<file path="config.mk">
export PLATFORM = sky130hd
export DESIGN_NAME = axrmm_ram
export DESIGN_NICKNAME = d
export VERILOG_FILES = /design/src/axrmm_ram.sv
export SDC_FILE = /design/constraint.sdc
export NUM_CORES = 1
export LEC_CHECK = 0
export BUFFER_PORTS_ARGS = -buffer_cell sky130_fd_sc_hd__buf_2
export CORE_MARGIN = 1
export CORE_UTILIZATION = 65
export DETAILED_ROUTE_END_ITERATION = 10
export PLACE_DENSITY = 0.84
export SLEW_MARGIN = 15
export SYNTH_ARGS = -nofsm -noshare
export SYNTH_HDL_FRONTEND = slang
export SYNTH_SLANG_ARGS = --single-unit
</file>
<file path="constraint.sdc">
create_clock -name aclk -period 3.4 [get_ports aclk]
set_clock_uncertainty 0.2 [all_clocks]
set_input_delay 0 -clock aclk [delete_from_list [all_inputs] [get_ports aclk]]
set_output_delay 0 -clock aclk [all_outputs]
set_load 0.005 [all_outputs]
</file>
<file path="src/axrmm_ram.sv">
// Generic simple dual-port RAM: one write port, one read port, registered read.
// Self-contained; no package dependency.
module axrmm_ram #(
    parameter int WIDTH = 8,
    parameter int DEPTH = 16
) (
    input  logic                     aclk,
    input  logic                     wr_en,
    input  logic [$clog2(DEPTH)-1:0] wr_addr,
    input  logic [WIDTH-1:0]         wr_data,
    input  logic [$clog2(DEPTH)-1:0] rd_addr,
    output logic [WIDTH-1:0]         rd_data
);

    logic [WIDTH-1:0] mem [DEPTH];

    always_ff @(posedge aclk) begin
        if (wr_en) begin
            mem[wr_addr] <= wr_data;
        end
        rd_data <= mem[rd_addr];
    end

endmodule

</file>
==> results of run 1 <==
what timing repair did:
item                                   4_1_cts  5_1_grt
hold buffers                                18        0
buffers inserted                             0        0
endpoints found under the hold margin      223        0
setup endpoints to repair                    0        0
flip-flops by register name (all words and copies together) (netlist names):
| register | flops |
|---|---|
| rd_data | 8 |
| mem | 128 |
layout make-up:
| type | count | area (um2) |
|---|---|---|
| clock inverters | 14 | 181 |
| repair buffers | 47 | 335 |
| fillers | 384 | 1560 |
| clock buffers | 18 | 418 |
| multi-input cells | 83 | 1060 |
| well taps | 102 | 128 |
| flip-flops and latches | 136 | 4000 |
power breakdown:
group	switching [mW]	total (mW)	internal, mW
logic	0.0985	0.180	0.0810
clock network	0.650	1.83	1.18
registers	0.0136	1.89	1.88
total	0.762	3.90	3.14
cell usage in the layout, fill, tap and decap left out:
cell type and instances:
sky130_fd_sc_hd__clkbuf_16 16, sky130_fd_sc_hd__edfxtp_1 128, sky130_fd_sc_hd__clkbuf_1 1, sky130_fd_sc_hd__clkinv_4 1, sky130_fd_sc_hd__nand2b_1 2, sky130_fd_sc_hd__buf_4 4
sky130_fd_sc_hd__nand3_1 1, sky130_fd_sc_hd__clkinv_2 3, sky130_fd_sc_hd__nor2_1 13, sky130_fd_sc_hd__mux4_1 14, sky130_fd_sc_hd__and2b_1 1, sky130_fd_sc_hd__or3b_2 1
sky130_fd_sc_hd__dfxtp_1 8, sky130_fd_sc_hd__a22oi_1 16, sky130_fd_sc_hd__nand3b_1 2, sky130_fd_sc_hd__bufinv_16 4, sky130_fd_sc_hd__clkinv_1 2, sky130_fd_sc_hd__clkbuf_8 1
sky130_fd_sc_hd__and2_1 1, sky130_fd_sc_hd__clkinvlp_4 4, sky130_fd_sc_hd__mux4_2 18, sky130_fd_sc_hd__buf_2 25, sky130_fd_sc_hd__nand2_1 9, sky130_fd_sc_hd__dlygate4sd3_1 18
sky130_fd_sc_hd__nor2b_1 1, sky130_fd_sc_hd__nor3_1 4
through the flow:
step	setup WS [ns]	power [mW]	hold slack [ns]	utilization [%]
3_5_place_dp	1.31	2.08	0.183	69.5
4_1_cts	1.26	3.91	0.00627	79.7
5_1_grt	1.17	4.00	0.0290	79.7
3_3_place_gp	1.31	2.07	0.172	69.5
6_report	1.21	3.90	0.0245	79.7
2_1_floorplan	1.71	2.01	-0.101	-
metal layers:
metal,share of wire (%),vias up,GRT usage [%],wire length [um]
met1,37,1316,34.7,3800
met3,7.2,19,7.96,732
met2,53,147,45.0,5440
met4,2.1,0,9.92,218
met5,0,-,0,0
li1,-,1085,-,-
critical path: cells and delay by family:
kind | cells | cell delay (ns)
and+or+nand+nor | 2 | 0.22
buffers and inverters | 4 | 2.05
AOI/OAI and AO/OA | 1 | 0.17
worst min path at each step:
stage / start / end / slack (ns) / cells after the start
after CTS: wr_en / mem[12][7] / 0.006 / 4
after detailed placement: wr_data[4] / mem[7][4] / 0.18 / 1
after floorplan: wr_data[0] / mem[0][0] / -0.10 / 0
after global routing: wr_en / mem[12][7] / 0.03 / 4
after global placement: wr_data[1] / mem[6][1] / 0.17 / 1
final: rd_addr[0] / rd_data[5] / 0.02 / 4
cell families (layout without fill, tap and decap cells):
family	Yosys count	in the layout	share of synthesized area, %
compound gates	16	16	2.33
buf+inv	10	79	1.68
flops	136	136	77.8
mux	32	32	15.0
simple gates	35	35	3.18
==> results.txt, run 1 <==
* Overall track demand over capacity in global routing: 27.2%
- Counting cells, the worst reg-to-reg path comes to 4.
- The worst register-to-register path begins at mem[3][7].
- Pin count of the biggest net entering global routing: 33
- Endpoint kind of the worst setup timing path: flop
- Worst slew margin: 34.6%
- STA puts the critical path data arrival time at 2.45 ns.
- The H-tree was split into 4 levels.
* Largest fanout on the critical path: 8
- Syn_area_per_cell: around 22 um2
- By instance count, the leading cell after synthesis is sky130_fd_sc_hd__edfxtp_1.
- Most instantiated cells after synthesis: sky130_fd_sc_hd__edfxtp_1, sky130_fd_sc_hd__mux4_2, sky130_fd_sc_hd__a22oi_1, sky130_fd_sc_hd__mux4_1, sky130_fd_sc_hd__nor2_1
- The initial utilization of the core area, before any placement, comes to 67.0%.
* Setup slack of the most critical reg-to-reg path: 1.23 ns
- Number of buffers on the longest clock path: 2
- Core area: 0.00769 mm2
- Across the VDD grid, the largest voltage drop is 0.000698 V.
- Setup repair after global routing left no endpoint under its margin.
* EDFF count, synth: ~130
- Sequential fraction of the synthesis area: ~78%
- STA puts the critical path data required time at about 3.7 ns.
- Post-DR wirelength/cell: between 20 and 30 um
* Number of warning messages in the yosys log: 0
- Across all layers, the routed design uses 2567 vias.
- CP Capture Point: rd_data[7]
- The final number of hold-violating endpoints was 0.
- The number of antenna diodes in the final layout is 0.
- The worst path uses 64.4% of the clock period.
- Port buffering added 25 buffers.
- Counting tap cells, the placed design contains a total of 350 instances.
* Result of the run: finished clean
- The synthesized design spends more area on one cell type than any other, namely sky130_fd_sc_hd__edfxtp_1.
- Total Routed Length: 10.2 mm
- CP Launch Point: rd_addr[2]
- Clk Latency, worst-skew pair: 0.52 ns
- The first global-routing pass estimated 15.2 mm of wire.
- Clock-pin slew was measured on the worst setup and hold paths at 0.06 ns.
* DRC violation count after routing: 0
* Setup TNS Final: 0 ns
* Layout cell share with drive strength beyond 1: 25.8%
* Synthesized instance count: about 230
- Power density of the placed cells: ~640 mW/mm2
- In this run, post-CTS repair resized a total of 0 instances.
* Flip-flop and latch count after synthesis: approximately 140
* Worst min path class: in2reg
- Startpoint type of the worst setup path: input pin
- Post-layout min period: 2.19 ns
- Number of nets with antenna violations after routing: 0
* First-pass iteration count of the detailed router: 6
* Ranking of synthesized cells by area: sky130_fd_sc_hd__edfxtp_1, sky130_fd_sc_hd__mux4_2, sky130_fd_sc_hd__mux4_1
- Summed over its instances, the top area cell type makes up 74.7% of the synthesized netlist area.
- In this run the critical register-to-register path is captured at rd_data[7].
- In this run the clock root is driven by a sky130_fd_sc_hd__clkbuf_8.
* Leakage power: 2.07 nW
* Start-to-end type of the worst setup path: in2reg
- Die boundary height: 91.0 um
* Area growth syn-to-layout: 19.0%
- At the pin with the least slew margin, the transition time is 0.977 ns.
- The wire-length estimate of the detail-placed layout is just under 6 mm.
- Clock Sinks: between 100 and 150
- Die Area: 0.00828 mm2
* Largest stage delay on the critical path: 0.78 ns
- Summing every instance area after synthesis gives 0.00515 mm2.
* Crit path max-delay cell type: sky130_fd_sc_hd__dlygate4sd3_1
- Number of clock buffers inserted by TritonCTS: 17
- Distinct cell type count after synthesis: 19
- Measured along the x axis, the die boundary spans 91.0 um.
- Counting flops with an async set or reset pin after synthesis yields a share of 0%.
- Number of DRC violations after detailed-routing iteration 0: between 300 and 400
- The number of antenna violations at the first check in global routing is 0.
- The via count of the first global-routing pass is 2609.
- Post-placement cell area: 0.00534 mm2
- Weighted congestion reported at the end of routability-driven placement: between 0.7 and 0.8
- Summed over all layers, the global routing overflow is 0.
* Count of nets after finishing: slightly above 300
* Fin area: between 0.006 and 0.007 mm2
- TritonCTS built the clock tree.
- Number of endpoints failing setup at the final stage: 0
* Final Max Tran Viols: 0
- Count of placed standard cells in the final layout, fillers left out: 400
- The number of nets in the synthesized netlist is 247.
* Detailed-route vias per instance: 6.42
* Number of rows created at floorplan: 32
- In the synthesized netlist the dominant register cell turns out to be sky130_fd_sc_hd__edfxtp_1.
* Highest achievable clock rate: 456 MHz
* Total of max-cap violations: 0
- The signal on the critical path passes through dlygate4sd3_1, buf_2, nor2_1, dlygate4sd3_1, a22oi_1, dlygate4sd3_1, nand2_1.
- By instance count, the cell type seen most on the critical path is sky130_fd_sc_hd__dlygate4sd3_1.
- Ports: 26
No activity file was read; power rests on OpenSTA's default activity.
==> inputs of run 2 (changes only) <==
CORE_UTILIZATION = 54   (was 65)
PLACE_DENSITY = 0.74   (was 0.84)
clock period = 1.92 ns   (was 3.4 ns; I/O delays follow)
==> results.txt, run 2 (same netlist as run 1, synthesis figures left out) <==
- Clock tree from TritonCTS: done
- For this run the aggregate overflow at the end of global routing stands at 0.
- The first detailed-routing pass ran for 4 iterations.
- The worst setup path is launched from an input pin.
- Result of the run: finished clean
- Row generation in the floorplan step produced 35 rows.
- Data on the critical path arrives at its endpoint at 1.74 ns.
* Buffers on Ports: 25
- For the worst-skew pair, the clock arrives at the later sink with an insertion delay of 0.50 ns.
- Most flops, register: mem
* Portion of total power attributed to combinational logic: 4.8%
* Post-CTS resize count: 0
* RSZ-0062 raised after global routing: no
- Top flop regs: mem: 128 flops, rd_data: 8 flops
- After clock tree synthesis, the flow added hold-fix buffers numbering 19.
* Overall power of the completed layout: 7.15 mW
* Final cycle utilization of the critical path: 90.6%
* Actual transition at the worst max-transition pin: 0.533 ns
- Subtracting the final worst setup slack from the clock period gives 1.74 ns.
- The count of cells in the finished layout, fillers not included, comes to 447.
- For this run, the post-layout net count is 323.
* Area growth syn-to-layout: 24.2%
- Number of post-CTS setup repair buffers: 0
* Total of max-cap violations: 0
* Ports: 26
- The die is 99.6 um tall.
* Reg power frac: 46.8%
- CTS saw 136 sinks.
* Number of nets with antenna violations after routing: 0
- The number of antenna diodes in the final layout is 0.
* DPL Wire Length: 5.94 mm
- Vias after detailed routing: 2516
- For this design the ratio of total power to cell area is 1120 mW/mm2.
- Hold path cells: 4
- Layout cell share with drive strength beyond 1: 30.8%
- The library cell used most frequently in the layout, excluding fill and tap cells, is sky130_fd_sc_hd__edfxtp_1.
* Final Max Tran Viols: 0
- Setup TNS Final: 0 ns
- Depth of the worst register-to-register path: 3
- DRC violation count after routing: 0
- The die is 99.6 um wide.
- The floorplan step defined a core boundary enclosing 0.00924 mm2.
- The worst setup path is captured at a flop.
- Along the worst path, the maximum fanout reaches 8.
- Area of the multi-input gates: roughly 0.0011 mm2
- The internal power of the cells totals 5.79 mW.
- Die Area: 0.00993 mm2
- Initial cell density of the core: between 50% and 60%
- The H-tree was split into 4 levels.
- Detailed-route vias per instance: 5.63
- Start-to-end type of the worst setup path: in2reg
* Pin count of the biggest net entering global routing: 21
* Worst hold margin: 0.0300 ns
- For this run, the top clock speed supported by timing is 575 MHz.
- The min-delay analysis places its worst path in the category in2reg.
- Clock-pin transition on the worst setup and hold timing paths: 0.06 ns
* Data required time at the worst endpoint: around 1.9 ns
* Number of flip-flops in the largest register: 128
- After the first detailed-routing iteration, the DRC count stood at 211.
- The number of antenna violations at the first check in global routing came to 0.
* Number of buffers on the longest clock path: 2
* Vias in the first global route: 2678
- The first global-routing pass estimated approximately 15 mm of wire.
- After filler insertion, the fill cell instance count of the layout stands at 567.
* Storage element area: ~0.0040 mm2
* Fin area: 0.00639 mm2
* Switching power of the nets: between 1 and 1.5 mW
* Overall track demand over capacity in global routing: 22.4%
- CTS Root Cell: sky130_fd_sc_hd__clkbuf_8
* Final-report hold violation count: 0
- Maximum VDD drop: 0.000968 V
- Headroom to the max-slew limit came out at 64.5%.
- Weighted congestion reported at the end of routability-driven placement: between 0.7 and 0.8
- In this run, CTS created clock tree buffers numbering 17.
* Post-DR wirelength/cell: 22.1 um
- Dpl cells: between 300 and 400
- Leading cell types in the layout, fill and taps excluded: sky130_fd_sc_hd__edfxtp_1, sky130_fd_sc_hd__buf_2, sky130_fd_sc_hd__buf_4
- Number of endpoints failing setup at the final stage: 0
* Total Routed Length: a little under 10 mm
- Switching share of power: a little under a fifth
* Post-placement cell area: ~0.0056 mm2
- Leakage power: 2.21 nW
- Of the total power, the clock network draws between 40% and 50%.
[run 2: changes by cell type in the layout (fill, tap and decap cells not counted), sizes merged]
cell | before | now
buf | 29 | 48
clkinv | 6 | 3
clkbuf | 18 | 20
bufinv | 4 | 5
dlygate4sd3 | 18 | 19
[run 2: final timing paths]
kind	from	slack [ns]	end
setup / recovery	wr_addr[2]	0.18	mem[9][2]
hold / removal	rd_addr[1]	0.03	rd_data[6]
setup reg to reg	mem[1][5]	0.34	rd_data[5]
hold reg to reg	mem[4][6]	0.49	rd_data[6]
[run 2: cell type report]
cell class                 instances  share of cell area (%)
multi-input combinational         83                    16.5
sequential                       136                    62.6
clock buffer                      20                    6.97
tap                              129                    2.52
timing repair buffer              67                    8.22
clock inverter                    12                    3.11
[run 2: through the flow]
step,util (%),worst slack [ns]
floorplan,-,0.227
CTS,69.2,0.200
global placement,60.1,0.277
global route,69.2,0.159
finish,69.2,0.180
detailed placement,60.1,0.270
[run 2: critical path, stage by stage]
cell and delay [ns]:
sky130_fd_sc_hd__dlygate4sd3_1 0.53, sky130_fd_sc_hd__buf_2 0.13, sky130_fd_sc_hd__nand3b_1 0.16, sky130_fd_sc_hd__dlygate4sd3_1 0.60
sky130_fd_sc_hd__nor2_1 0.12, sky130_fd_sc_hd__buf_4 0.20
[run 2: layer usage]
| layer | GRT usage (%) | wire (um) |
|---|---|---|
| met5 | 0 | 0 |
| met4 | 10.7 | 244 |
| met3 | 5.20 | 524 |
| met2 | 35.4 | 5040 |
| met1 | 29.8 | 4060 |
[run 2: power groups by stage]
stage	sequential (mW)	clock (mW)	combinational [mW]
floorplan	3.40	0	0.168
global placement	3.40	0	0.307
detailed placement	3.40	0	0.313
CTS	3.34	3.50	0.345
global route	3.35	3.63	0.370
finish	3.34	3.46	0.340
