### src/axrmm_pkg.sv
// Shared constants and types for the tensor axis reduce (max / mean) block.
// Used by the divider, the top level and the checker; depends on nothing.
package axrmm_pkg;

    localparam int MAX_INNER  = 4096;
    localparam int IDX_W      = $clog2(MAX_INNER);
    localparam int CNT_W      = IDX_W + 1;
    localparam int LEN_W      = 16;
    localparam int SAMPLE_W   = 32;
    localparam int ACC_W      = 48;
    localparam int DIV_CNT_W  = $clog2(ACC_W);

    localparam int S_TDATA_W  = 32;
    localparam int M_TDATA_W  = 48;

    localparam int CFG_IDX_W  = 2;
    localparam int CFG_DATA_W = 16;

    localparam logic [CFG_IDX_W-1:0] CFG_REDUCE_MODE      = 2'd0;
    localparam logic [CFG_IDX_W-1:0] CFG_REDUCTION_LENGTH = 2'd1;
    localparam logic [CFG_IDX_W-1:0] CFG_INNER_COUNT      = 2'd2;

    localparam logic MODE_MEAN = 1'b0;
    localparam logic MODE_MAX  = 1'b1;

    typedef enum logic [3:0] {
        ST_IDLE   = 4'b0001,
        ST_UPDATE = 4'b0010,
        ST_DIVIDE = 4'b0100,
        ST_EMIT   = 4'b1000
    } state_t;

endpackage

### src/axrmm_div.sv
// Radix-2 restoring divider: signed 48-bit sum by unsigned 16-bit length,
// quotient truncated toward zero, one quotient bit per cycle. Uses axrmm_pkg.
module axrmm_div (
    input  logic                                aclk,
    input  logic                                aresetn,
    input  logic                                start,
    input  logic signed [axrmm_pkg::ACC_W-1:0]  dividend,
    input  logic [axrmm_pkg::LEN_W-1:0]         divisor,
    output logic                                done,
    output logic signed [axrmm_pkg::SAMPLE_W-1:0] quotient
);

    logic                              busy_reg, busy_next;
    logic                              done_reg, done_next;
    logic [axrmm_pkg::DIV_CNT_W-1:0]   count_reg, count_next;
    logic [axrmm_pkg::LEN_W-1:0]       rem_reg, rem_next;
    logic [axrmm_pkg::ACC_W-1:0]       quo_reg, quo_next;
    logic [axrmm_pkg::LEN_W-1:0]       divisor_reg, divisor_next;
    logic                              neg_reg, neg_next;

    logic [axrmm_pkg::LEN_W:0]         trial;
    logic [axrmm_pkg::LEN_W:0]         diff;
    logic                              bit_set;
    logic [axrmm_pkg::SAMPLE_W-1:0]    quo_low;

    assign trial   = {rem_reg, quo_reg[axrmm_pkg::ACC_W-1]};
    assign diff    = trial - {1'b0, divisor_reg};
    assign bit_set = (trial >= {1'b0, divisor_reg});

    always_comb begin
        busy_next    = busy_reg;
        done_next    = 1'b0;
        count_next   = count_reg;
        rem_next     = rem_reg;
        quo_next     = quo_reg;
        divisor_next = divisor_reg;
        neg_next     = neg_reg;
        if (start) begin
            busy_next    = 1'b1;
            count_next   = axrmm_pkg::DIV_CNT_W'(axrmm_pkg::ACC_W - 1);
            rem_next     = '0;
            neg_next     = dividend[axrmm_pkg::ACC_W-1];
            quo_next     = dividend[axrmm_pkg::ACC_W-1] ? 48'(-dividend) : dividend;
            divisor_next = divisor;
        end else if (busy_reg) begin
            rem_next = bit_set ? diff[axrmm_pkg::LEN_W-1:0] : trial[axrmm_pkg::LEN_W-1:0];
            quo_next = {quo_reg[axrmm_pkg::ACC_W-2:0], bit_set};
            if (count_reg == '0) begin
                busy_next = 1'b0;
                done_next = 1'b1;
            end else begin
                count_next = count_reg - 1'b1;
            end
        end
    end

    always_ff @(posedge aclk) begin
        if (!aresetn) begin
            busy_reg <= 1'b0;
            done_reg <= 1'b0;
        end else begin
            busy_reg <= busy_next;
            done_reg <= done_next;
        end
        count_reg   <= count_next;
        rem_reg     <= rem_next;
        quo_reg     <= quo_next;
        divisor_reg <= divisor_next;
        neg_reg     <= neg_next;
    end

    assign quo_low  = quo_reg[axrmm_pkg::SAMPLE_W-1:0];
    assign done     = done_reg;
    assign quotient = neg_reg ? -quo_low : quo_low;

endmodule

### config.mk
export PLATFORM = sky130hd
export DESIGN_NAME = axrmm_div
export DESIGN_NICKNAME = d
export VERILOG_FILES = /design/src/axrmm_pkg.sv /design/src/axrmm_div.sv
export SDC_FILE = /design/constraint.sdc
export NUM_CORES = 1
export LEC_CHECK = 0
export ABC_AREA = 1
export ABC_CLOCK_PERIOD_IN_PS = 3100
export BUFFER_PORTS_ARGS = -buffer_cell sky130_fd_sc_hd__buf_2
export CORE_MARGIN = 2
export CORE_UTILIZATION = 55
export DETAILED_ROUTE_END_ITERATION = 10
export HOLD_SLACK_MARGIN = 0.03
export PLACE_DENSITY = 0.78
export SYNTH_ARGS = -nofsm -noshare
export SYNTH_HDL_FRONTEND = slang
export SYNTH_SLANG_ARGS = --single-unit
### constraint.sdc
create_clock -name aclk -period 3.1 [get_ports aclk]
set_input_delay 0.62 -clock aclk [delete_from_list [all_inputs] [get_ports aclk]]
set_output_delay 0.62 -clock aclk [all_outputs]
set_load 0.02 [all_outputs]
==> out/metrics.cfg, run 1 <==
[drt]
routed.top_layer=met4
vias=6926
wl_met2_mm=8.00
ant_nets=0
wl_per_cell_um=14.1
first_pass_iters=5
drt_iter0_markers=630
drc=0
viasPerCell=5.33
dr_wl_met3_mm=1.55
wl_met1_mm=8.52
wl_mm=18.3

[timing]
tightest_slew_ns=0.567
hold_ws_ns=0.454
skew_ns=0.00836
hold_viol=0
fmax_mhz=345
rsz0062_at_grt=false
maxSlewHeadroom_pct=62.2
report.final.slew_viol_count=0
setup_viol=0
finalCritPeriodShare_pct=93.5
setup-tns-final_ns=0
min_period_ns=2.90

[logic_synthesis]
synth_top_area_share_pct=27.8
yosysSeqAreaShare_pct=34.6
synth.distinct_cells=42
ys_ff_latch=89
async_reset_ff_share_pct=0
syn-instance-count=1031
avgSynthCellArea_um2=6.82
yosys_warnings=0
syn-cell-area_um2=7030
synth_edf_count=65
synth_nets=1118
yosysTopAreaCell=edfxtp_1
synthFlopType=edfxtp_1
synth_area_leaders=edfxtp_1 28%, nand2_1 17%, nand3_1 8.3%, inv_1 7.5%, dfxtp_1 6.8%

[placement]
numPlacedInstances=1284
hpwlAfterDp_mm=14.3
gp_congestion=0.977
io_buffers=99
placed_area_um2=7680

[clock_tree]
clk_latency_ns=0.34
cts_tree=done
cts_root_buf=clkbuf_16
clockBufferDepth=2
h-tree-depth=3
cts_buffers=9
path_clk_slew_ns=0.07
cts.sinks=89

[grt]
grt_pass1_wl_mm=29.6
antenna_found_initial=0
track_usage_pct=27.8
grt-ovfl-total=0
grt_max_degree=50
grt_pass1_vias=6113

[worst_setup_path]
start_kind=flip-flop
worstPathRequired_ns=2.48
crit_fanout=4
cp_data_arrival_time_ns=2.28
rrSetupSlack_ns=0.92
criticalPathCategory=flip-flop to output port
end_kind=output port

[cells_and_area]
largest_reg_flops=48
nets=1210
diodes=0
final_area_um2=7990
area_delta_synth_final_pct=13.6
final_layout_size_suffix_gt1_share_pct=13.8
stdcell_count=1300
final_core_util_pct=63.5

[floorplan]
die_area_um2=13700
core_um2=12600
ios=100
die_w_um=117
die_h_um=117
initial_utilization_pct=55.9
placementRows=41

[power]
ir_drop_v=0.000372
p_int_mw=2.30
switching_share_pct=32.5
seq_power_share_pct=43.4
power_density_nw_per_um2=427
p_leak_nw=3.93
p_clk_share_pct=32.0
p_sw_mw=1.11
combinationalPowerShare_pct=24.5

[job]
maxCapViolCount=0

[status]
status=finished, final reports clean

[hold_path]
holdCritPathClass=input pin to flip-flop

power groups by stage:
stage / Sequential, mW / Combinational (mW) / Clock, mW
floorplan: 1.47 / 0.566 / 0
global placement: 1.50 / 0.822 / 0
detailed placement: 1.50 / 0.827 / 0
CTS: 1.48 / 0.831 / 1.11
global route: 1.49 / 0.932 / 1.15
finish: 1.48 / 0.836 / 1.09
layout make-up:
| cell class | instances | area [um^2] |
|---|---|---|
| Clock inverter | 4 | 31.3 |
| Clock buffer | 12 | 267 |
| Sequential cell | 89 | 2430 |
| Multi-Input combinational cell | 772 | 3920 |
| Tap cell | 172 | 215 |
| Timing Repair Buffer | 108 | 588 |
| Fill cell | 1153 | 4580 |
| Inverter | 143 | 537 |
synthesized netlist by cell type (5+ instances only):
| cell | number |
|---|---|
| a31oi_1 | 5 |
| xor2_1 | 36 |
| o21ai_0 | 61 |
| nand3b_1 | 11 |
| clkbuf_1 | 15 |
| nor3_1 | 7 |
| inv_1 | 140 |
| xnor2_1 | 19 |
| dfxtp_1 | 24 |
| ha_1 | 19 |
| nor2_2 | 6 |
| edfxtp_1 | 65 |
| a21oi_1 | 18 |
| nand4_1 | 28 |
| nor2_1 | 102 |
| nand2_2 | 7 |
| nand2_1 | 309 |
| nand3_1 | 116 |
stage by stage:
stage / setup WS [ns] / power [mW]
after global placement: 0.604 / 2.32
after detailed placement: 0.554 / 2.33
final: 0.201 / 3.41
after global routing: 0.0140 / 3.58
after CTS: 0.169 / 3.42
after floorplan: 0.661 / 2.04
cells by family (layout without fill, tap and decap cells):
family	count (synthesis)	after routing	synth area share [%]
AOI/OAI and AO/OA	95	95	7.25
xor gates and xnor gates	55	55	6.85
adders and majority gates	20	20	3.67
buffers and inverters	170	267	9.76
DFF	89	89	34.6
and+or+nand+nor	602	602	37.9
critical path: stages (launching register included):
cell      delay [ns]
edfxtp_1        0.39
inv_1           0.12
ha_1            0.22
nand3_1         0.13
nor2_1          0.16
nand2_1         0.13
nor2_4          0.14
nand3_1         0.13
nand2_1         0.10
xor2_1          0.20
buf_2           0.20
timing repair:
item                                   CTS  global route
setup endpoints to repair                0             2
setup buffers                            0             0
resized for setup                        0             1
endpoints found under the hold margin    0             0
hold buffers                             0             0
cells in the final DEF, fill, tap and decap left out, types with 3 or more instances in the layout:
cell / Yosys / routed
clkbuf_16: 0 / 9
xnor2_1: 19 / 19
nor3_1: 7 / 7
dfxtp_1: 24 / 24
a31oi_1: 5 / 5
buf_4: 1 / 7
xor2_1: 36 / 36
inv_6: 0 / 3
nand3b_1: 11 / 11
a21oi_1: 18 / 18
ha_1: 19 / 19
nand3_1: 116 / 116
inv_1: 140 / 139
nor2_2: 6 / 5
clkbuf_8: 0 / 3
nand2_1: 309 / 309
edfxtp_1: 65 / 65
inv_2: 3 / 4
o21ai_1: 4 / 4
nand3_2: 4 / 4
nand2_2: 7 / 7
buf_2: 4 / 99
nand4_1: 28 / 28
nor2_1: 102 / 102
o21ai_0: 61 / 61
routing by layer:
layer | vias up | track usage [%]
met5 | - | 0
met4 | 0 | 6.12
met3 | 13 | 5.05
met2 | 262 | 42.6
met1 | 3128 | 41.0
li1 | 3523 | -
worst paths after layout:
path,end,start,cells after the start
worst min register to register,rem_reg[11]$_SDFFE_PP0P_,rem_reg[11]$_SDFFE_PP0P_,2
worst max register to register,quo_reg[0]$_DFFE_PP_,divisor_reg[14]$_DFFE_PP_,9
worst max-delay path,quotient[20],quo_reg[1]$_DFFE_PP_,10
worst min-delay path,divisor_reg[12]$_DFFE_PP_,divisor[12],1
Note: power is estimated with default switching activity, not from simulation.
==> inputs of run 2 (changes only) <==
BUFFER_PORTS_ARGS = -buffer_cell sky130_fd_sc_hd__clkbuf_2   (was -buffer_cell sky130_fd_sc_hd__buf_2)
REMOVE_ABC_BUFFERS = 1   (was unset)
==> out/metrics.cfg, run 2 (same netlist as run 1, synthesis figures left out) <==
[grt]
grt_max_degree=66  ; was 50
track_usage_pct=28.4  ; was 27.8%
grt_pass1_wl_mm=30.2  ; was 29.6 mm
grt_pass1_vias=6398  ; was 6,113
antenna_found_initial=0  ; unchanged
grt-ovfl-total=0  ; unchanged

[worst_setup_path]
crit_fanout=4  ; unchanged
cpPeakStageDelay_ns=0.46  ; was 0.39 ns
crit_chain=nor2_1 -> nand4_1 -> nor3_2 -> nand3_1 -> nand2_1 -> nand2_1 -> xor2_1 -> clkbuf_2  ; was inv_1 -> ha_1 -> nand3_1 -> nor2_1 -> nand2_1 -> nor2_4 -> nand3_1 -> nand2_1 -> xor2_1 -> buf_2
r2r_cells=9  ; unchanged
worstPathRequired_ns=2.48  ; about the same
timing.rr.start=divisor_reg[14]$_DFFE_PP_  ; unchanged
endpoint=quotient[31]  ; was quotient[20]
crit_path_frequent_cell=nand2_1
rrSetupSlack_ns=1.01  ; was 0.92 ns
cp_data_arrival_time_ns=2.29  ; was 2.28 ns
crit_start=quo_reg[4]$_DFFE_PP_  ; was quo_reg[1]$_DFFE_PP_
reg2reg_to=quo_reg[0]$_DFFE_PP_  ; unchanged
criticalPathCategory=flip-flop to output port  ; unchanged
slowest_stage=edfxtp_1  ; unchanged
start_kind=flip-flop  ; unchanged
end_kind=output port  ; unchanged

[drt]
routed.top_layer=met4  ; unchanged
wl_mm=18.7  ; was 18.3 mm
drt_iter0_markers=492  ; was 630
wl_met1_mm=8.59  ; was 8.52 mm
vias=6882  ; was 6,926
viasPerCell=5.30  ; was 5.33
wl_per_cell_um=14.4  ; was 14.1 um
dr_wl_met3_um=982  ; was 1.55 mm
wl_met2_mm=8.83  ; was 8.00 mm
ant_nets=0  ; unchanged
first_pass_iters=7  ; was 5
drc=0  ; unchanged

[clock_tree]
clk_latency_ns=0.35  ; was 0.34 ns
cts.sinks=89  ; unchanged
cts_tree=done  ; unchanged
cts_root_buf=clkbuf_16  ; unchanged
clockBufferDepth=2  ; unchanged
cts_setup_buffers=0  ; unchanged
cts_hold_buf=0  ; unchanged
ctsResizeCount=0  ; unchanged
path_clk_slew_ns=0.07  ; about the same
cts_buffers=9  ; unchanged
h-tree-depth=3  ; unchanged

[floorplan]
die_area_um2=13700  ; unchanged
core_um2=12600  ; unchanged
die_h_um=117  ; unchanged
initial_utilization_pct=55.9  ; unchanged
ios=100  ; unchanged
placementRows=41  ; unchanged
die_w_um=117  ; unchanged

[cells_and_area]
fillerInstances=1184  ; was 1,153
final_area_um2=7960  ; was 7990 um^2
final_layout_size_suffix_gt1_share_pct=13.7  ; was 13.8%
final_common_cell=nand2_1  ; unchanged
regArea_um2=2430  ; unchanged
stdcell_count=1299  ; was 1,300
area_delta_synth_final_pct=13.3  ; was 13.6%
largest_reg_flops=48  ; unchanged
final_cell_mix=309 x nand2_1, 139 x inv_1, 116 x nand3_1  ; unchanged
diodes=0  ; unchanged
nets=1209  ; was 1,210
multi_input_area_um2=3920  ; unchanged

[power]
p_int_mw=2.25  ; was 2.30 mW
ir_drop_v=0.000269  ; was 0.000372 V
switching_share_pct=33.3  ; was 32.5%
p_leak_nw=3.93  ; about the same
p_sw_mw=1.13  ; was 1.11 mW
combinationalPowerShare_pct=25.2  ; was 24.5%
seq_power_share_pct=43.5  ; was 43.4%
power_density_nw_per_um2=424  ; was 427 nW/um^2
p_clk_share_pct=31.4  ; was 32.0%

[placement]
gp_congestion=0.996  ; was 0.977
io_buffers=99  ; unchanged
placed_area_um2=7670  ; was 7680 um^2
numPlacedInstances=1283  ; was 1,284
hpwlAfterDp_mm=14.2  ; was 14.3 mm

[hold_path]
holdCritPathClass=input pin to flip-flop  ; unchanged

[timing]
hold_viol=0  ; unchanged
maxSlewHeadroom_pct=58.6  ; was 62.2%
finalCritPeriodShare_pct=93.8  ; was 93.5%
fmax_mhz=344  ; was 345 MHz
skew_ns=0.00723  ; was 0.00836 ns
tightest_slew_ns=0.621  ; was 0.567 ns
report.final.slew_viol_count=0  ; unchanged
min_period_ns=2.91  ; was 2.90 ns
setup_viol=0  ; unchanged
rsz0062_at_grt=false  ; unchanged
setup-tns-final_ns=0  ; unchanged

[job]
maxCapViolCount=0  ; unchanged

[status]
status=finished, final reports clean  ; unchanged

-- run 2: final cells by class --
cell class              instances  share of cell area (%)
multi-input cells             772                    49.2
flip-flops and latches         89                    30.6
repair buffers                107                    7.29
inverters                     143                    6.74
clock buffers                  11                    3.05
well taps                     172                    2.70
clock inverters                 5                   0.487
-- run 2: metrics by stage --
stage	hold slack, ns	utilization (%)	power [mW]	worst slack [ns]
3_5_place_dp	0.460	61.1	2.33	0.589
4_1_cts	0.432	63.3	3.38	0.200
6_report	0.439	63.3	3.38	0.192
5_1_grt	0.431	63.3	3.54	0.00538
2_1_floorplan	0.442	-	2.02	0.619
3_3_place_gp	0.453	61.1	2.32	0.609
-- run 2: worst min path at each step --
| stage | startpoint | to | slack [ns] | cells after the start |
|---|---|---|---|---|
| floorplan | count_reg[0]$_SDFFE_PP1P_ | count_reg[0]$_SDFFE_PP1P_ | 0.44 | 2 |
| global placement | count_reg[0]$_SDFFE_PP1P_ | count_reg[0]$_SDFFE_PP1P_ | 0.45 | 2 |
| detailed placement | rem_reg[12]$_SDFFE_PP0P_ | rem_reg[12]$_SDFFE_PP0P_ | 0.46 | 2 |
| CTS | divisor[14] | divisor_reg[14]$_DFFE_PP_ | 0.43 | 1 |
| global route | divisor[9] | divisor_reg[9]$_DFFE_PP_ | 0.43 | 1 |
| finish | divisor[14] | divisor_reg[14]$_DFFE_PP_ | 0.44 | 1 |
-- run 2: metal layers --
| layer | track usage, % | vias to the layer above |
|---|---|---|
| li1 | - | 3508 |
| met1 | 37.8 | 3142 |
| met2 | 47.8 | 207 |
| met3 | 5.15 | 25 |
| met4 | 7.69 | 0 |
| met5 | 0 | - |
-- run 2: power by group through the flow --
stage | clock, mW | sequential [mW] | combinational, mW
4_1_cts | 1.07 | 1.47 | 0.846
3_3_place_gp | 0 | 1.49 | 0.835
5_1_grt | 1.12 | 1.48 | 0.941
6_report | 1.06 | 1.47 | 0.850
2_1_floorplan | 0 | 1.48 | 0.537
3_5_place_dp | 0 | 1.49 | 0.841
-- run 2: critical path: cells and delay by family (launching register included) --
kind	cells	cell delay [ns]
flip-flops	1	0.46
buffers and inverters	1	0.22
AND/OR/NAND/NOR	6	1.00
XOR/XNOR	1	0.25
==> inputs of run 3 (changes only) <==
ABC_CLOCK_PERIOD_IN_PS = 2600   (was 3100)
CORE_UTILIZATION = 53   (was 55)
PLACE_DENSITY = 0.79   (was 0.78)
clock period = 2.6 ns   (was 3.1 ns; I/O delays follow)
==> out/metrics.cfg, run 3 (same netlist as run 1, synthesis figures left out) <==
[worst_setup_path]
cpPeakStageDelay_ns=0.46  ; about the same
criticalPathCategory=flip-flop to output port  ; unchanged
r2r_cells=9  ; unchanged
crit_fanout=4  ; unchanged
timing.critical_path.buf_inv=1  ; unchanged
rrSetupSlack_ns=0.48  ; was 1.01 ns
end_kind=output port  ; unchanged
crit_chain=nor2_2 -> nand3_2 -> nor2_1 -> nand4_1 -> xor2_1 -> o21ai_0 -> clkbuf_2  ; was nor2_1 -> nand4_1 -> nor3_2 -> nand3_1 -> nand2_1 -> nand2_1 -> xor2_1 -> clkbuf_2
cp_data_arrival_time_ns=2.22  ; was 2.29 ns
timing.rr.start=rem_reg[13]$_SDFFE_PP0P_  ; was divisor_reg[14]$_DFFE_PP_
slowest_stage=edfxtp_1  ; unchanged
start_kind=flip-flop  ; unchanged
reg2reg_to=rem_reg[2]$_SDFFE_PP0P_  ; was quo_reg[0]$_DFFE_PP_
cp_top_family=simple AND/OR/NAND/NOR gates  ; unchanged
worstPathRequired_ns=2.08  ; was 2.48 ns

[drt]
wl_met1_mm=8.21  ; was 8.59 mm
viasPerCell=5.47  ; was 5.30
first_pass_iters=6  ; was 7
dr_wl_met3_mm=1.42  ; was 982 um
ant_nets=0  ; unchanged
drc=0  ; unchanged
routed.top_layer=met4  ; unchanged
wl_per_cell_um=15.0  ; was 14.4 um
vias=7231  ; was 6,882
drt_iter0_markers=819  ; was 492
wl_met2_mm=9.57  ; was 8.83 mm
wl_mm=19.9  ; was 18.7 mm

[cells_and_area]
area_delta_synth_final_pct=19.5  ; was 13.3%
final_cell_mix=298 x nand2_1, 135 x inv_1, 111 x nand3_1  ; was 309 x nand2_1, 139 x inv_1, 116 x nand3_1
final_area_um2=8400  ; was 7960 um^2
regArea_um2=2430  ; unchanged
final_layout_size_suffix_gt1_share_pct=18.5  ; was 13.7%
diodes=0  ; unchanged
final_common_cell=nand2_1  ; unchanged
largest_reg_flops=48  ; unchanged
fillerInstances=1154  ; was 1,184
multi_input_area_um2=4140  ; was 3920 um^2
nets=1227  ; was 1,209

[floorplan]
core_um2=13100  ; was 12,600 um^2
placementRows=42  ; was 41
die_h_um=119  ; was 117 um
die_area_um2=14200  ; was 13,700 um^2
ios=100  ; unchanged
die_w_um=119  ; was 117 um
initial_utilization_pct=53.7  ; was 55.9%

[grt]
antenna_found_initial=0  ; unchanged
grt_max_degree=56  ; was 66
grt_pass1_vias=6793  ; was 6,398
grt_pass1_wl_mm=31.6  ; was 30.2 mm
track_usage_pct=27.5  ; was 28.4%
grt-ovfl-total=0  ; unchanged

[timing]
fmax_mhz=364
maxSlewHeadroom_pct=23.6  ; was 58.6%
hold_viol=0  ; unchanged
hold_ws_ns=0.335  ; was 0.439 ns
setup_viol=17  ; was 0
report.final.slew_viol_count=0  ; unchanged
min_period_ns=2.74
tightest_slew_ns=1.15  ; was 0.621 ns
rsz0062_at_grt=true  ; was false
skew_ns=0.00734  ; was 0.00723 ns
finalCritPeriodShare_pct=106
fin_ws_ns=-0.144  ; was 0.192 ns

[hold_path]
hold_depth=1  ; unchanged
hold_path_end=divisor_reg[10]$_DFFE_PP_  ; was divisor_reg[14]$_DFFE_PP_
hp-start=divisor[10]  ; was divisor[14]
holdCritPathClass=input pin to flip-flop  ; unchanged

[clock_tree]
clk_latency_ns=0.36  ; was 0.35 ns
h-tree-depth=3  ; unchanged
cts.sinks=89  ; unchanged
cts_tree=done  ; unchanged
cts_buffers=9  ; unchanged
clockBufferDepth=2  ; unchanged
cts_hold_buf=0  ; unchanged
cts_root_buf=clkbuf_16  ; unchanged
path_clk_slew_ns=0.06  ; was 0.07 ns

[power]
p_sw_mw=1.41  ; was 1.13 mW
combinationalPowerShare_pct=27.2  ; was 25.2%
power_density_nw_per_um2=506  ; was 424 nW/um^2
p_clk_share_pct=31.3  ; was 31.4%
ir_drop_v=0.000405  ; was 0.000269 V
switching_share_pct=33.2  ; was 33.3%
p_leak_nw=4.08  ; was 3.93 nW
seq_power_share_pct=41.5  ; was 43.5%
p_int_mw=2.84  ; was 2.25 mW

[placement]
placed_area_um2=7680  ; was 7670 um^2
gp_congestion=0.952  ; was 0.996
hpwlAfterDp_mm=14.1  ; was 14.2 mm
io_buffers=99  ; unchanged

[status]
status=finished with violations  ; was finished, final reports clean
violations=negative setup slack

[job]
maxCapViolCount=0  ; unchanged

## run 3: final cells by class
| cell class | instances | area share [%] |
|---|---|---|
| Inverter | 143 | 6.39 |
| Clock inverter | 4 | 0.611 |
| Sequential cell | 89 | 29.0 |
| Tap cell | 176 | 2.62 |
| Timing Repair Buffer | 125 | 9.35 |
| Clock buffer | 12 | 2.82 |
| Multi-Input combinational cell | 772 | 49.3 |
## run 3: worst max-delay path by stage
stage | from | end | slack, ns | depth (start not counted)
after floorplan | quo_reg[0]$_DFFE_PP_ | quotient[20] | 0.22 | 9
after global placement | quo_reg[0]$_DFFE_PP_ | quotient[20] | 0.17 | 10
after detailed placement | quo_reg[1]$_DFFE_PP_ | quotient[20] | 0.15 | 10
after CTS | quo_reg[3]$_DFFE_PP_ | quotient[31] | -0.04 | 8
after global routing | quo_reg[5]$_DFFE_PP_ | quotient[24] | -0.22 | 9
final | quo_reg[11]$_DFFE_PP_ | quotient[26] | -0.14 | 7
## run 3: per-layer routing
metal	GRT usage (%)	vias to the layer above
met3	3.98	54
met2	46.8	311
met4	10.8	0
li1	-	3551
met5	0	-
met1	35.4	3315
## run 3: stage by stage
stage / setup slack [ns] / setup TNS (ns) / power (mW) / utilization, % / cells
2_1_floorplan: 0.219 / 0 / 2.40 / - / 1004
3_3_place_gp: 0.174 / 0 / 2.75 / 58.7 / 1289
3_5_place_dp: 0.150 / 0 / 2.77 / 58.7 / 1289
4_1_cts: -0.0354 / -0.138 / 4.15 / 62.5 / 1312
5_1_grt: -0.219 / -3.28 / 4.42 / 64.2 / 1321
6_report: -0.144 / -1.27 / 4.25 / 64.2 / 1321
## run 3: power groups by stage
stage / clock [mW] / sequential (mW) / combinational (mW)
after floorplan: 0 / 1.76 / 0.641
after global placement: 0 / 1.77 / 0.980
after detailed placement: 0 / 1.78 / 0.991
after CTS: 1.34 / 1.75 / 1.06
after global routing: 1.38 / 1.78 / 1.25
final: 1.33 / 1.76 / 1.16
## run 3: worst register-to-register path, stage by stage, from the launching register on
cell,delay (ns)
dfxtp_1,0.33
ha_1,0.39
a21oi_1,0.27
o21a_1,0.16
nand2_2,0.09
nor2_8,0.24
buf_4,0.22
nand3_1,0.08
nand3_1,0.09
o21ai_0,0.09
## run 3: what timing repair did
item,CTS,global route
pin swaps,10,13
resized for setup,45,54
endpoints found under the setup margin,19,22
setup buffers,7,9
